<file path="src/rtl/core/pkee_pkg.sv">
`timescale 1ns / 1ps
// ----------------------------------------------------------------------------
// pkee_pkg
// Shared types and constants for the panel key and knob event decoder.
// ----------------------------------------------------------------------------
package pkee_pkg;

	// number of keys; key codes run from 1 to NUM_KEYS-1
	localparam int NUM_KEYS = 19;

	// field widths
	localparam int CMD_W   = 8;
	localparam int TIME_W  = 32;
	localparam int DEB_W   = 16;
	localparam int KEY_W   = 5;
	localparam int KNOB_W  = 6;
	localparam int STEP_W  = 8;
	localparam int KIND_W  = 3;
	localparam int CODE_W  = 6;
	localparam int WIDX_W  = 2;
	localparam int WDATA_W = 16;

	// command byte ranges
	localparam logic [CMD_W-1:0] PRESS_BIT   = 8'h80;
	localparam logic [CMD_W-1:0] LOW7        = 8'h7f;
	localparam logic [CMD_W-1:0] KEY_LIMIT   = 8'(NUM_KEYS);
	localparam logic [CMD_W-1:0] PRESS_LIMIT = 8'(NUM_KEYS) | PRESS_BIT;
	localparam logic [CMD_W-1:0] TURN_LO     = 8'd20;
	localparam logic [CMD_W-1:0] TURN_HI     = 8'd27;
	localparam logic [CMD_W-1:0] KNOB_LO     = 8'h1c;
	localparam logic [CMD_W-1:0] KNOB_HI     = 8'h23;
	localparam logic [STEP_W-1:0] STEP_MAX   = 8'hff;

	// configuration reset values
	localparam logic              RUNNING_RST  = 1'b1;
	localparam logic [DEB_W-1:0]  DEBOUNCE_RST = 16'd100;
	localparam logic [CMD_W-1:0]  RST_CODE_RST = 8'hff;

	// configuration register indexes
	localparam logic [WIDX_W-1:0] REG_RUNNING    = 2'd0;
	localparam logic [WIDX_W-1:0] REG_DEBOUNCE   = 2'd1;
	localparam logic [WIDX_W-1:0] REG_RESET_CODE = 2'd2;

	// request kinds
	localparam logic KIND_COMMAND = 1'b0;
	localparam logic KIND_SERVICE = 1'b1;

	// reported event kinds
	typedef enum logic [KIND_W-1:0] {
		EV_NONE         = 3'd0,
		EV_KEY_RELEASE  = 3'd1,
		EV_KEY_PRESS    = 3'd2,
		EV_TURN_LEFT    = 3'd3,
		EV_TURN_RIGHT   = 3'd4,
		EV_KNOB_PRESS   = 3'd5,
		EV_KNOB_RELEASE = 3'd6,
		EV_RESET        = 3'd7
	} event_kind_t;

endpackage

</file>
<file path="src/rtl/core/pkee_in_if.sv">
`timescale 1ns / 1ps
// ----------------------------------------------------------------------------
// pkee_in_if
// Request channel into the panel decoder: command byte or service tick.
// ----------------------------------------------------------------------------
interface pkee_in_if;
	logic                         valid;
	logic                         ready;
	logic                         kind;
	logic [pkee_pkg::CMD_W-1:0]   command_byte;
	logic [pkee_pkg::TIME_W-1:0]  time_ms;

	modport source (output valid, kind, command_byte, time_ms, input ready);
	modport sink   (input valid, kind, command_byte, time_ms, output ready);
endinterface

</file>
<file path="src/rtl/core/pkee_out_if.sv">
`timescale 1ns / 1ps
// ----------------------------------------------------------------------------
// pkee_out_if
// Result channel out of the panel decoder.
// ----------------------------------------------------------------------------
interface pkee_out_if;
	logic                         valid;
	logic                         ready;
	logic                         accepted;
	logic [pkee_pkg::KIND_W-1:0]  event_kind;
	logic [pkee_pkg::CODE_W-1:0]  event_code;
	logic [pkee_pkg::STEP_W-1:0]  turn_steps;
	logic [pkee_pkg::KEY_W-1:0]   captured_key;

	modport source (output valid, accepted, event_kind, event_code, turn_steps,
		captured_key, input ready);
	modport sink   (input valid, accepted, event_kind, event_code, turn_steps,
		captured_key, output ready);
endinterface

</file>
<file path="src/rtl/core/panel_key_encoder_event_latch.sv">
`timescale 1ns / 1ps
// ----------------------------------------------------------------------------
// panel_key_encoder_event_latch
// Front-panel command decoder with debounced key latches and knob events.
// ----------------------------------------------------------------------------
// One request per clock while the output is not stalled: a request is taken
// into the input register, decoded there against the event latches, and its
// result is written into the output register when the result stage can
// advance. The limit is the single read-modify-write of the latch state done
// in the decode stage; back-to-back requests see each other's updates without
// bubbles. A stalled output holds both stages in place.
// Configuration writes take effect at once and should only be made while no
// request is in flight.
module panel_key_encoder_event_latch (
	input  logic                          clk,
	input  logic                          arst_n,
	pkee_in_if.sink                       in_ch,
	pkee_out_if.source                    out_ch,
	input  logic                          wr_en,
	input  logic [pkee_pkg::WIDX_W-1:0]   wr_index,
	input  logic [pkee_pkg::WDATA_W-1:0]  wr_data
);

	// configuration
	logic                          running_q;
	logic [pkee_pkg::DEB_W-1:0]    debounce_q;
	logic [pkee_pkg::CMD_W-1:0]    reset_code_q;

	// event state
	logic [pkee_pkg::TIME_W-1:0]   last_release_q, last_press_q;
	logic [pkee_pkg::KEY_W-1:0]    release_latch_q, press_latch_q;
	logic [pkee_pkg::KNOB_W-1:0]   left_latch_q, right_latch_q;
	logic [pkee_pkg::KNOB_W-1:0]   knob_press_q, knob_release_q;
	logic [pkee_pkg::STEP_W-1:0]   step_count_q;
	logic                          reset_pending_q;

	// input stage
	logic                          valid_s1;
	logic                          kind_s1;
	logic [pkee_pkg::CMD_W-1:0]    cmd_s1;
	logic [pkee_pkg::TIME_W-1:0]   time_s1;

	// result stage
	logic                          valid_s2;
	logic                          accepted_s2;
	logic [pkee_pkg::KIND_W-1:0]   event_kind_s2;
	logic [pkee_pkg::CODE_W-1:0]   event_code_s2;
	logic [pkee_pkg::STEP_W-1:0]   turn_steps_s2;
	logic [pkee_pkg::KEY_W-1:0]    captured_s2;

	logic adv;
	logic fire;

	// pipeline flow control
	assign adv         = !valid_s2 || out_ch.ready;
	assign fire        = valid_s1 && adv;
	assign in_ch.ready = !valid_s1 || adv;

	// configuration registers
	always_ff @(posedge clk or negedge arst_n) begin
		if (!arst_n) begin
			running_q    <= pkee_pkg::RUNNING_RST;
			debounce_q   <= pkee_pkg::DEBOUNCE_RST;
			reset_code_q <= pkee_pkg::RST_CODE_RST;
		end else if (wr_en) begin
			case (wr_index)
				pkee_pkg::REG_RUNNING:    running_q    <= wr_data[0];
				pkee_pkg::REG_DEBOUNCE:   debounce_q   <= wr_data[pkee_pkg::DEB_W-1:0];
				pkee_pkg::REG_RESET_CODE: reset_code_q <= wr_data[pkee_pkg::CMD_W-1:0];
				default: ;
			endcase
		end
	end

	// input register
	always_ff @(posedge clk or negedge arst_n) begin
		if (!arst_n) begin
			valid_s1 <= 1'b0;
		end else if (in_ch.ready) begin
			valid_s1 <= in_ch.valid;
		end
	end

	always_ff @(posedge clk) begin
		if (in_ch.ready && in_ch.valid) begin
			kind_s1 <= in_ch.kind;
			cmd_s1  <= in_ch.command_byte;
			time_s1 <= in_ch.time_ms;
		end
	end

	// debounce checks
	logic [pkee_pkg::TIME_W-1:0] release_age, press_age;
	logic is_release, is_press, release_hit, press_hit;
	logic is_left, is_right, is_knob_press, is_knob_release;

	assign release_age = time_s1 - last_release_q;
	assign press_age   = time_s1 - last_press_q;
	assign is_release  = (cmd_s1 != '0) && (cmd_s1 < pkee_pkg::KEY_LIMIT);
	assign is_press    = (cmd_s1 > pkee_pkg::PRESS_BIT) && (cmd_s1 < pkee_pkg::PRESS_LIMIT);
	assign release_hit = is_release
		&& (release_age > {{(pkee_pkg::TIME_W-pkee_pkg::DEB_W){1'b0}}, debounce_q});
	assign press_hit   = is_press
		&& (press_age > {{(pkee_pkg::TIME_W-pkee_pkg::DEB_W){1'b0}}, debounce_q});

	// class ranges
	assign is_left         = (cmd_s1 >= pkee_pkg::TURN_LO) && (cmd_s1 <= pkee_pkg::TURN_HI);
	assign is_right        = (cmd_s1 >= (pkee_pkg::TURN_LO | pkee_pkg::PRESS_BIT))
		&& (cmd_s1 <= (pkee_pkg::TURN_HI | pkee_pkg::PRESS_BIT));
	assign is_knob_press   = (cmd_s1 >= (pkee_pkg::KNOB_LO | pkee_pkg::PRESS_BIT))
		&& (cmd_s1 <= (pkee_pkg::KNOB_HI | pkee_pkg::PRESS_BIT));
	assign is_knob_release = (cmd_s1 >= pkee_pkg::KNOB_LO) && (cmd_s1 <= pkee_pkg::KNOB_HI);

	// next state and result
	logic [pkee_pkg::TIME_W-1:0]  last_release_d, last_press_d;
	logic [pkee_pkg::KEY_W-1:0]   release_latch_d, press_latch_d;
	logic [pkee_pkg::KNOB_W-1:0]  left_latch_d, right_latch_d;
	logic [pkee_pkg::KNOB_W-1:0]  knob_press_d, knob_release_d;
	logic [pkee_pkg::STEP_W-1:0]  step_count_d, step_inc;
	logic                         reset_pending_d;
	logic                         accepted_d;
	pkee_pkg::event_kind_t        event_kind_d;
	logic [pkee_pkg::CODE_W-1:0]  event_code_d;
	logic [pkee_pkg::STEP_W-1:0]  turn_steps_d;
	logic [pkee_pkg::KEY_W-1:0]   captured_d;

	assign step_inc = (step_count_q == pkee_pkg::STEP_MAX) ? step_count_q
		: step_count_q + 1'b1;

	always_comb begin
		last_release_d  = last_release_q;
		last_press_d    = last_press_q;
		release_latch_d = release_latch_q;
		press_latch_d   = press_latch_q;
		left_latch_d    = left_latch_q;
		right_latch_d   = right_latch_q;
		knob_press_d    = knob_press_q;
		knob_release_d  = knob_release_q;
		step_count_d    = step_count_q;
		reset_pending_d = reset_pending_q;
		accepted_d      = 1'b1;
		event_kind_d    = pkee_pkg::EV_NONE;
		event_code_d    = '0;
		turn_steps_d    = '0;
		captured_d      = '0;

		if (kind_s1 == pkee_pkg::KIND_COMMAND) begin
			// command byte decode; a zero byte is ignored
			if (cmd_s1 != '0) begin
				if (!running_q) begin
					if (release_hit) begin
						last_release_d = time_s1;
						captured_d     = cmd_s1[pkee_pkg::KEY_W-1:0];
					end
				end else if (release_hit) begin
					last_release_d  = time_s1;
					release_latch_d = cmd_s1[pkee_pkg::KEY_W-1:0];
				end else if (press_hit) begin
					last_press_d  = time_s1;
					press_latch_d = cmd_s1[pkee_pkg::KEY_W-1:0];
				end else if (is_left) begin
					left_latch_d = cmd_s1[pkee_pkg::KNOB_W-1:0];
					step_count_d = step_inc;
				end else if (is_right) begin
					right_latch_d = cmd_s1[pkee_pkg::KNOB_W-1:0];
					step_count_d  = step_inc;
				end else if (is_knob_press) begin
					knob_press_d = cmd_s1[pkee_pkg::KNOB_W-1:0];
				end else if (is_knob_release) begin
					knob_release_d = cmd_s1[pkee_pkg::KNOB_W-1:0];
				end else if (cmd_s1 == reset_code_q) begin
					reset_pending_d = 1'b1;
				end else begin
					accepted_d = 1'b0;
				end
			end
		end else begin
			// service tick: report highest-priority latched event
			if (running_q) begin
				if (release_latch_q != '0) begin
					event_kind_d = pkee_pkg::EV_KEY_RELEASE;
					event_code_d = pkee_pkg::CODE_W'(release_latch_q);
				end else if (press_latch_q != '0) begin
					event_kind_d = pkee_pkg::EV_KEY_PRESS;
					event_code_d = pkee_pkg::CODE_W'(press_latch_q);
				end else if (left_latch_q != '0) begin
					event_kind_d = pkee_pkg::EV_TURN_LEFT;
					event_code_d = left_latch_q;
					turn_steps_d = step_count_q;
				end else if (right_latch_q != '0) begin
					event_kind_d = pkee_pkg::EV_TURN_RIGHT;
					event_code_d = right_latch_q;
					turn_steps_d = step_count_q;
				end else if (knob_press_q != '0) begin
					event_kind_d = pkee_pkg::EV_KNOB_PRESS;
					event_code_d = knob_press_q;
					knob_press_d = '0;
				end else if (knob_release_q != '0) begin
					event_kind_d   = pkee_pkg::EV_KNOB_RELEASE;
					event_code_d   = knob_release_q;
					knob_release_d = '0;
				end else if (reset_pending_q) begin
					event_kind_d    = pkee_pkg::EV_RESET;
					reset_pending_d = 1'b0;
				end
			end
			release_latch_d = '0;
			press_latch_d   = '0;
			left_latch_d    = '0;
			right_latch_d   = '0;
			step_count_d    = '0;
		end
	end

	// event state update
	always_ff @(posedge clk or negedge arst_n) begin
		if (!arst_n) begin
			last_release_q  <= '0;
			last_press_q    <= '0;
			release_latch_q <= '0;
			press_latch_q   <= '0;
			left_latch_q    <= '0;
			right_latch_q   <= '0;
			knob_press_q    <= '0;
			knob_release_q  <= '0;
			step_count_q    <= '0;
			reset_pending_q <= 1'b0;
		end else if (fire) begin
			last_release_q  <= last_release_d;
			last_press_q    <= last_press_d;
			release_latch_q <= release_latch_d;
			press_latch_q   <= press_latch_d;
			left_latch_q    <= left_latch_d;
			right_latch_q   <= right_latch_d;
			knob_press_q    <= knob_press_d;
			knob_release_q  <= knob_release_d;
			step_count_q    <= step_count_d;
			reset_pending_q <= reset_pending_d;
		end
	end

	// result register
	always_ff @(posedge clk or negedge arst_n) begin
		if (!arst_n) begin
			valid_s2 <= 1'b0;
		end else if (adv) begin
			valid_s2 <= valid_s1;
		end
	end

	always_ff @(posedge clk) begin
		if (fire) begin
			accepted_s2   <= accepted_d;
			event_kind_s2 <= event_kind_d;
			event_code_s2 <= event_code_d;
			turn_steps_s2 <= turn_steps_d;
			captured_s2   <= captured_d;
		end
	end

	assign out_ch.valid        = valid_s2;
	assign out_ch.accepted     = accepted_s2;
	assign out_ch.event_kind   = event_kind_s2;
	assign out_ch.event_code   = event_code_s2;
	assign out_ch.turn_steps   = turn_steps_s2;
	assign out_ch.captured_key = captured_s2;

	// reported events are always accepted and never carry a captured key
	a_event_clean: assert property (@(posedge clk) disable iff (!arst_n)
		(valid_s2 && event_kind_s2 != pkee_pkg::EV_NONE)
			|-> (accepted_s2 && captured_s2 == '0))
		else $error("reported event with accepted low or captured key set");

	// a service request empties the key and turn latches
	a_service_clears: assert property (@(posedge clk) disable iff (!arst_n)
		(fire && kind_s1 == pkee_pkg::KIND_SERVICE)
			|=> (step_count_q == '0 && release_latch_q == '0 && left_latch_q == '0))
		else $error("latches not cleared after service request");

	// a stalled request keeps its slot in the input stage
	a_stall_holds: assert property (@(posedge clk) disable iff (!arst_n)
		(valid_s1 && !adv) |=> (valid_s1 && $stable(time_s1) && $stable(cmd_s1)))
		else $error("input stage lost a stalled request");

	// turn steps appear only on turn events
	a_steps_turn_only: assert property (@(posedge clk) disable iff (!arst_n)
		(valid_s2 && turn_steps_s2 != '0) |->
			(event_kind_s2 == pkee_pkg::EV_TURN_LEFT
				|| event_kind_s2 == pkee_pkg::EV_TURN_RIGHT))
		else $error("turn steps reported on a non-turn event");

endmodule

</file>
<file path="src/flat_wrapper.sv">
// flat-port wrapper written by rule: the top's interface ports become plain ports
module panel_key_encoder_event_latch_flat 
  (clk, arst_n, wr_en, wr_index, wr_data, in_ch_valid, in_ch_kind, in_ch_command_byte, in_ch_time_ms, in_ch_ready, out_ch_valid, out_ch_accepted, out_ch_event_kind, out_ch_event_code, out_ch_turn_steps, out_ch_captured_key, out_ch_ready);
  pkee_in_if in_ch_i ();
  pkee_out_if out_ch_i ();
  input  logic clk;
  input  logic arst_n;
  input  logic wr_en;
  input  logic [pkee_pkg::WIDX_W-1:0] wr_index;
  input  logic [pkee_pkg::WDATA_W-1:0] wr_data;
  input wire logic [$bits(in_ch_i.valid)-1:0] in_ch_valid;
  input wire logic [$bits(in_ch_i.kind)-1:0] in_ch_kind;
  input wire logic [$bits(in_ch_i.command_byte)-1:0] in_ch_command_byte;
  input wire logic [$bits(in_ch_i.time_ms)-1:0] in_ch_time_ms;
  output wire logic [$bits(in_ch_i.ready)-1:0] in_ch_ready;
  output wire logic [$bits(out_ch_i.valid)-1:0] out_ch_valid;
  output wire logic [$bits(out_ch_i.accepted)-1:0] out_ch_accepted;
  output wire logic [$bits(out_ch_i.event_kind)-1:0] out_ch_event_kind;
  output wire logic [$bits(out_ch_i.event_code)-1:0] out_ch_event_code;
  output wire logic [$bits(out_ch_i.turn_steps)-1:0] out_ch_turn_steps;
  output wire logic [$bits(out_ch_i.captured_key)-1:0] out_ch_captured_key;
  input wire logic [$bits(out_ch_i.ready)-1:0] out_ch_ready;
  assign in_ch_i.valid = in_ch_valid;
  assign in_ch_i.kind = in_ch_kind;
  assign in_ch_i.command_byte = in_ch_command_byte;
  assign in_ch_i.time_ms = in_ch_time_ms;
  assign in_ch_ready = in_ch_i.ready;
  assign out_ch_valid = out_ch_i.valid;
  assign out_ch_accepted = out_ch_i.accepted;
  assign out_ch_event_kind = out_ch_i.event_kind;
  assign out_ch_event_code = out_ch_i.event_code;
  assign out_ch_turn_steps = out_ch_i.turn_steps;
  assign out_ch_captured_key = out_ch_i.captured_key;
  assign out_ch_i.ready = out_ch_ready;
  panel_key_encoder_event_latch u_core (.clk(clk), .arst_n(arst_n), .in_ch(in_ch_i), .out_ch(out_ch_i), .wr_en(wr_en), .wr_index(wr_index), .wr_data(wr_data));
endmodule
</file>
<file path="config.mk">
export PLATFORM = sky130hd
export DESIGN_NAME = panel_key_encoder_event_latch_flat
export DESIGN_NICKNAME = d
export VERILOG_FILES = /design/src/rtl/core/pkee_pkg.sv /design/src/rtl/core/pkee_in_if.sv /design/src/rtl/core/pkee_out_if.sv /design/src/rtl/core/panel_key_encoder_event_latch.sv /design/src/flat_wrapper.sv
export SDC_FILE = /design/constraint.sdc
export NUM_CORES = 1
export LEC_CHECK = 0
export BUFFER_PORTS_ARGS = -buffer_cell sky130_fd_sc_hd__buf_2
export CORE_MARGIN = 8
export CORE_UTILIZATION = 58
export CTS_CLUSTER_SIZE = 16
export DETAILED_ROUTE_END_ITERATION = 8
export PLACE_DENSITY = 0.84
export SLEW_MARGIN = 20
export SYNTH_ARGS = -nofsm -noshare
export SYNTH_HDL_FRONTEND = slang
export SYNTH_SLANG_ARGS = --single-unit
</file>
<file path="constraint.sdc">
create_clock -name clk -period 6.7 [get_ports clk]
set_input_delay 1.675 -clock clk [delete_from_list [all_inputs] [get_ports clk]]
set_output_delay 1.675 -clock clk [all_outputs]
set_load 0.03 [all_outputs]
</file>
==> results.md <==
- Leakage power: 6.35 nW
- Vias in the first global route: 10.7k
- Final setup TNS: 0 ns
- Min-Delay Path Class: flop to flop
- Horiz. Die Dim: 166 microns
- Port bufs: 88
- Met3 Wirelength: 1950 microns
- Final Util: 63.7%
- Crit-path max FO: 20
- Status: complete, no violations
- H-tree depth: 4
- Root Buffer: clkbuf_16
- Synth cell types: 91
- Netlist Area Pre-Place: 13000 sq um
- Floorplan row count: 55
- Crit start category: flop
- Syn Area/Cell: 9.88 sq um
- Congestion Overflow GR: 0
- Final Hold Fails: 0
- Initial antenna violation count: 0
- Ys Warns: 0
- Max-Slew Margin vs Limit: 37.9%
- Syn Inst Count: 1321
- Sequential-to-total area share from yosys stat: 40.5%
- Met2 wire len: 15800 microns
- Hold_buf cts: 0
- Vias: 10.6k
- CP required: 7.02 ns
- PwrDens: 318 nW/um^2
- Filler cell count in the final layout: 1828
- Largest net degree at the start of global routing: 70
- Gp weighted congestion: 0.956
- Skew-Pair Late Insertion Delay: 0.44 ns
- Max Clk Rate: 165 MHz
- CP Class: flop to flop
- First-pass GRT wire length: 53500 microns
- Crit path capture type: flop
- Hold Slack: 0.496 ns
- # IOs: 89
- Max-slew violation count: 0
- M1 WL: 14000 microns
- Storage element area: 5290 sq um
- Area delta synth->final: 9.18%
- Worst slew pin tran: 0.930 ns
- Worst EP arrival: 6.40 ns
- Clk slew on worst S/H paths: 0.08 ns
- Post-synth EDFFs: 64
- # setup viols final: 0
- CTS tree: done
- DRC: 0
- Worst VDD drop: 173 uV
- Die height: 166 microns
- ANT cells: 0
- Postcts setup bufs: 0
- Power after layout: 0.00453 W
- Ys async rst share: 67.7%
- Detail Route Antenna Nets: 0
- Post-DP HPWL: 25300 microns
- Overall die area: 27600 sq um
- Total CTS buffers: 17
- Layout cells sized above 1: 18.0%
- GRT Overall Usage: 23.8%
- CORE AREA: 22400 sq um
- Ys flop type: dfrtp_1
- Initial core utilization: 58.3%
- RSZ-0062 raised after global routing: no
- Dpl cells: 1660
- TritonRoute pass-1 iters: 6
- Clock Path Buffers: 2
- Syn_nets: 1482
- Top Layer Used: met4
- Tmin final: 6.07 ns
- Drt via density: 6.28
- Max-cap violations: 0
- First DRT Iteration DRCs: 958
- Routed wire length: 32900 microns
- Non-Filler Instances: 1692
- Resized Gates After CTS: 0
- Clock sink count: 198
- Post-Route Skew: 0.0157 ns
- Synth Register Bits: 198
- Multi-input gate area: 7110 sq um
- DR WL/cell: 19.5 microns
- Fin crit share: 90.7%
- Nets: 1555
final cells by class:
type | count | area share, %
multi-input cells | 976 | 49.9
well taps | 285 | 2.50
inverters | 107 | 2.82
flip-flops and latches | 198 | 37.1
clock inverters | 9 | 0.509
clock buffers | 23 | 3.66
repair buffers | 94 | 3.45
cell usage after synthesis (24+ instances only):
cell type | number | area (sq um)
a21oi_1 | 102 | 510
dfrtp_1 | 122 | 3050
edfxtp_1 | 64 | 1920
ha_1 | 95 | 1190
inv_1 | 107 | 402
mux2_2 | 69 | 777
mux2_4 | 24 | 360
nand2_1 | 119 | 447
nand3_1 | 25 | 125
nand4_1 | 30 | 188
nor2_1 | 94 | 353
o21ai_0 | 52 | 260
logic make-up after synthesis:
family / share of synthesized area [%]
multiplexers: 10.4
adder cells (fa/ha/maj): 9.42
AO/OA/AOI/OAI: 16.7
flip-flops: 40.5
AND/OR/NAND/NOR: 14.9
XOR/XNOR: 3.09
buffers and inverters: 4.98
sequential cells by signal (all words and copies together), names as in the netlist, 3 cells and up:
| name | cells |
|---|---|
| u_core.last_release_q | 32 |
| u_core.knob_release_q | 6 |
| u_core.reset_code_q | 8 |
| u_core.step_count_q | 8 |
| u_core.out_ch.event_code | 6 |
| u_core.knob_press_q | 6 |
| u_core.left_latch_q | 6 |
| u_core.debounce_q | 16 |
| u_core.last_press_q | 32 |
| u_core.release_latch_q | 5 |
| u_core.out_ch.captured_key | 5 |
| u_core.press_latch_q | 5 |
| u_core.out_ch.event_kind | 3 |
| u_core.cmd_s1 | 8 |
| u_core.out_ch.turn_steps | 8 |
| u_core.time_s1 | 32 |
| u_core.right_latch_q | 6 |
worst max-delay path, stage by stage (launching register included):
cell and delay [ns]:
edfxtp_1 0.38, inv_1 0.08, ha_1 0.22, fa_1 0.40
nor2b_1 0.19, o2111ai_1 0.23, a21oi_1 0.34, nor2_1 0.14
nor3_1 0.20, nor2_1 0.07, xnor2_1 0.15, ha_1 0.31
a21oi_1 0.14, a21boi_0 0.09, a2111oi_0 0.39, a22oi_1 0.19
a2111oi_1 0.48, nand4_1 0.13, or4_1 0.63, nand4_2 0.53
buf_4 0.29, mux2_2 0.35
final timing paths:
| kind | startpoint | endpoint | slack (ns) | depth (start not counted) |
|---|---|---|---|---|
| hold / removal | u_core.valid_s1$_DFFE_PN0N_ | u_core.out_ch.valid$_DFFE_PN0P_ | 0.50 | 1 |
| hold reg to reg | u_core.valid_s1$_DFFE_PN0N_ | u_core.out_ch.valid$_DFFE_PN0P_ | 0.50 | 1 |
| max in group asynchronous | arst_n | u_core.last_press_q[11]$_DFFE_PN0P_ | 4.23 | 2 |
| setup reg to reg | u_core.time_s1[0]$_DFFE_PP_ | u_core.last_release_q[8]$_DFFE_PN0P_ | 0.63 | 21 |
| setup / recovery | u_core.time_s1[0]$_DFFE_PP_ | u_core.last_release_q[8]$_DFFE_PN0P_ | 0.63 | 21 |
| min in group asynchronous | arst_n | u_core.knob_press_q[2]$_DFFE_PN0P_ | 1.21 | 1 |
metrics by stage:
step           cell area, sq um  worst slack (ns)
6_report                  14200             0.626
5_1_grt                   14200             0.148
4_1_cts                   14200             0.717
3_5_place_dp              13700             0.779
3_3_place_gp              13700              1.02
2_1_floorplan             13000              1.88
placed cells by master (no fill, tap or decap), drive strengths merged, types with 11 or more instances in the layout:
master  count
dfrtp     122
nand2     119
inv       115
a21oi     106
mux2       98
ha         95
nor2       94
buf        94
edfxtp     64
o21ai      56
nand4      33
nand3      25
xnor2      23
xor2       23
clkbuf     23
a21o       22
and2       21
nor3       20
and3       16
o21a       16
mux2i      16
o211ai     14
a31oi      13
dfstp      12
a211oi     11
power by group:
part           switching [W]  internal (W)  total [W]
Combinational        0.00114      0.000772    0.00191
Sequential          0.000132       0.00145    0.00158
Clock               0.000477      0.000562    0.00104
per-layer routing:
metal	up-vias	track usage, %
li1	4973	-
met1	5143	29.1
met2	418	40.6
met3	98	4.37
met4	0	10.2
met5	-	0
(Power assumes the default switching activity.)
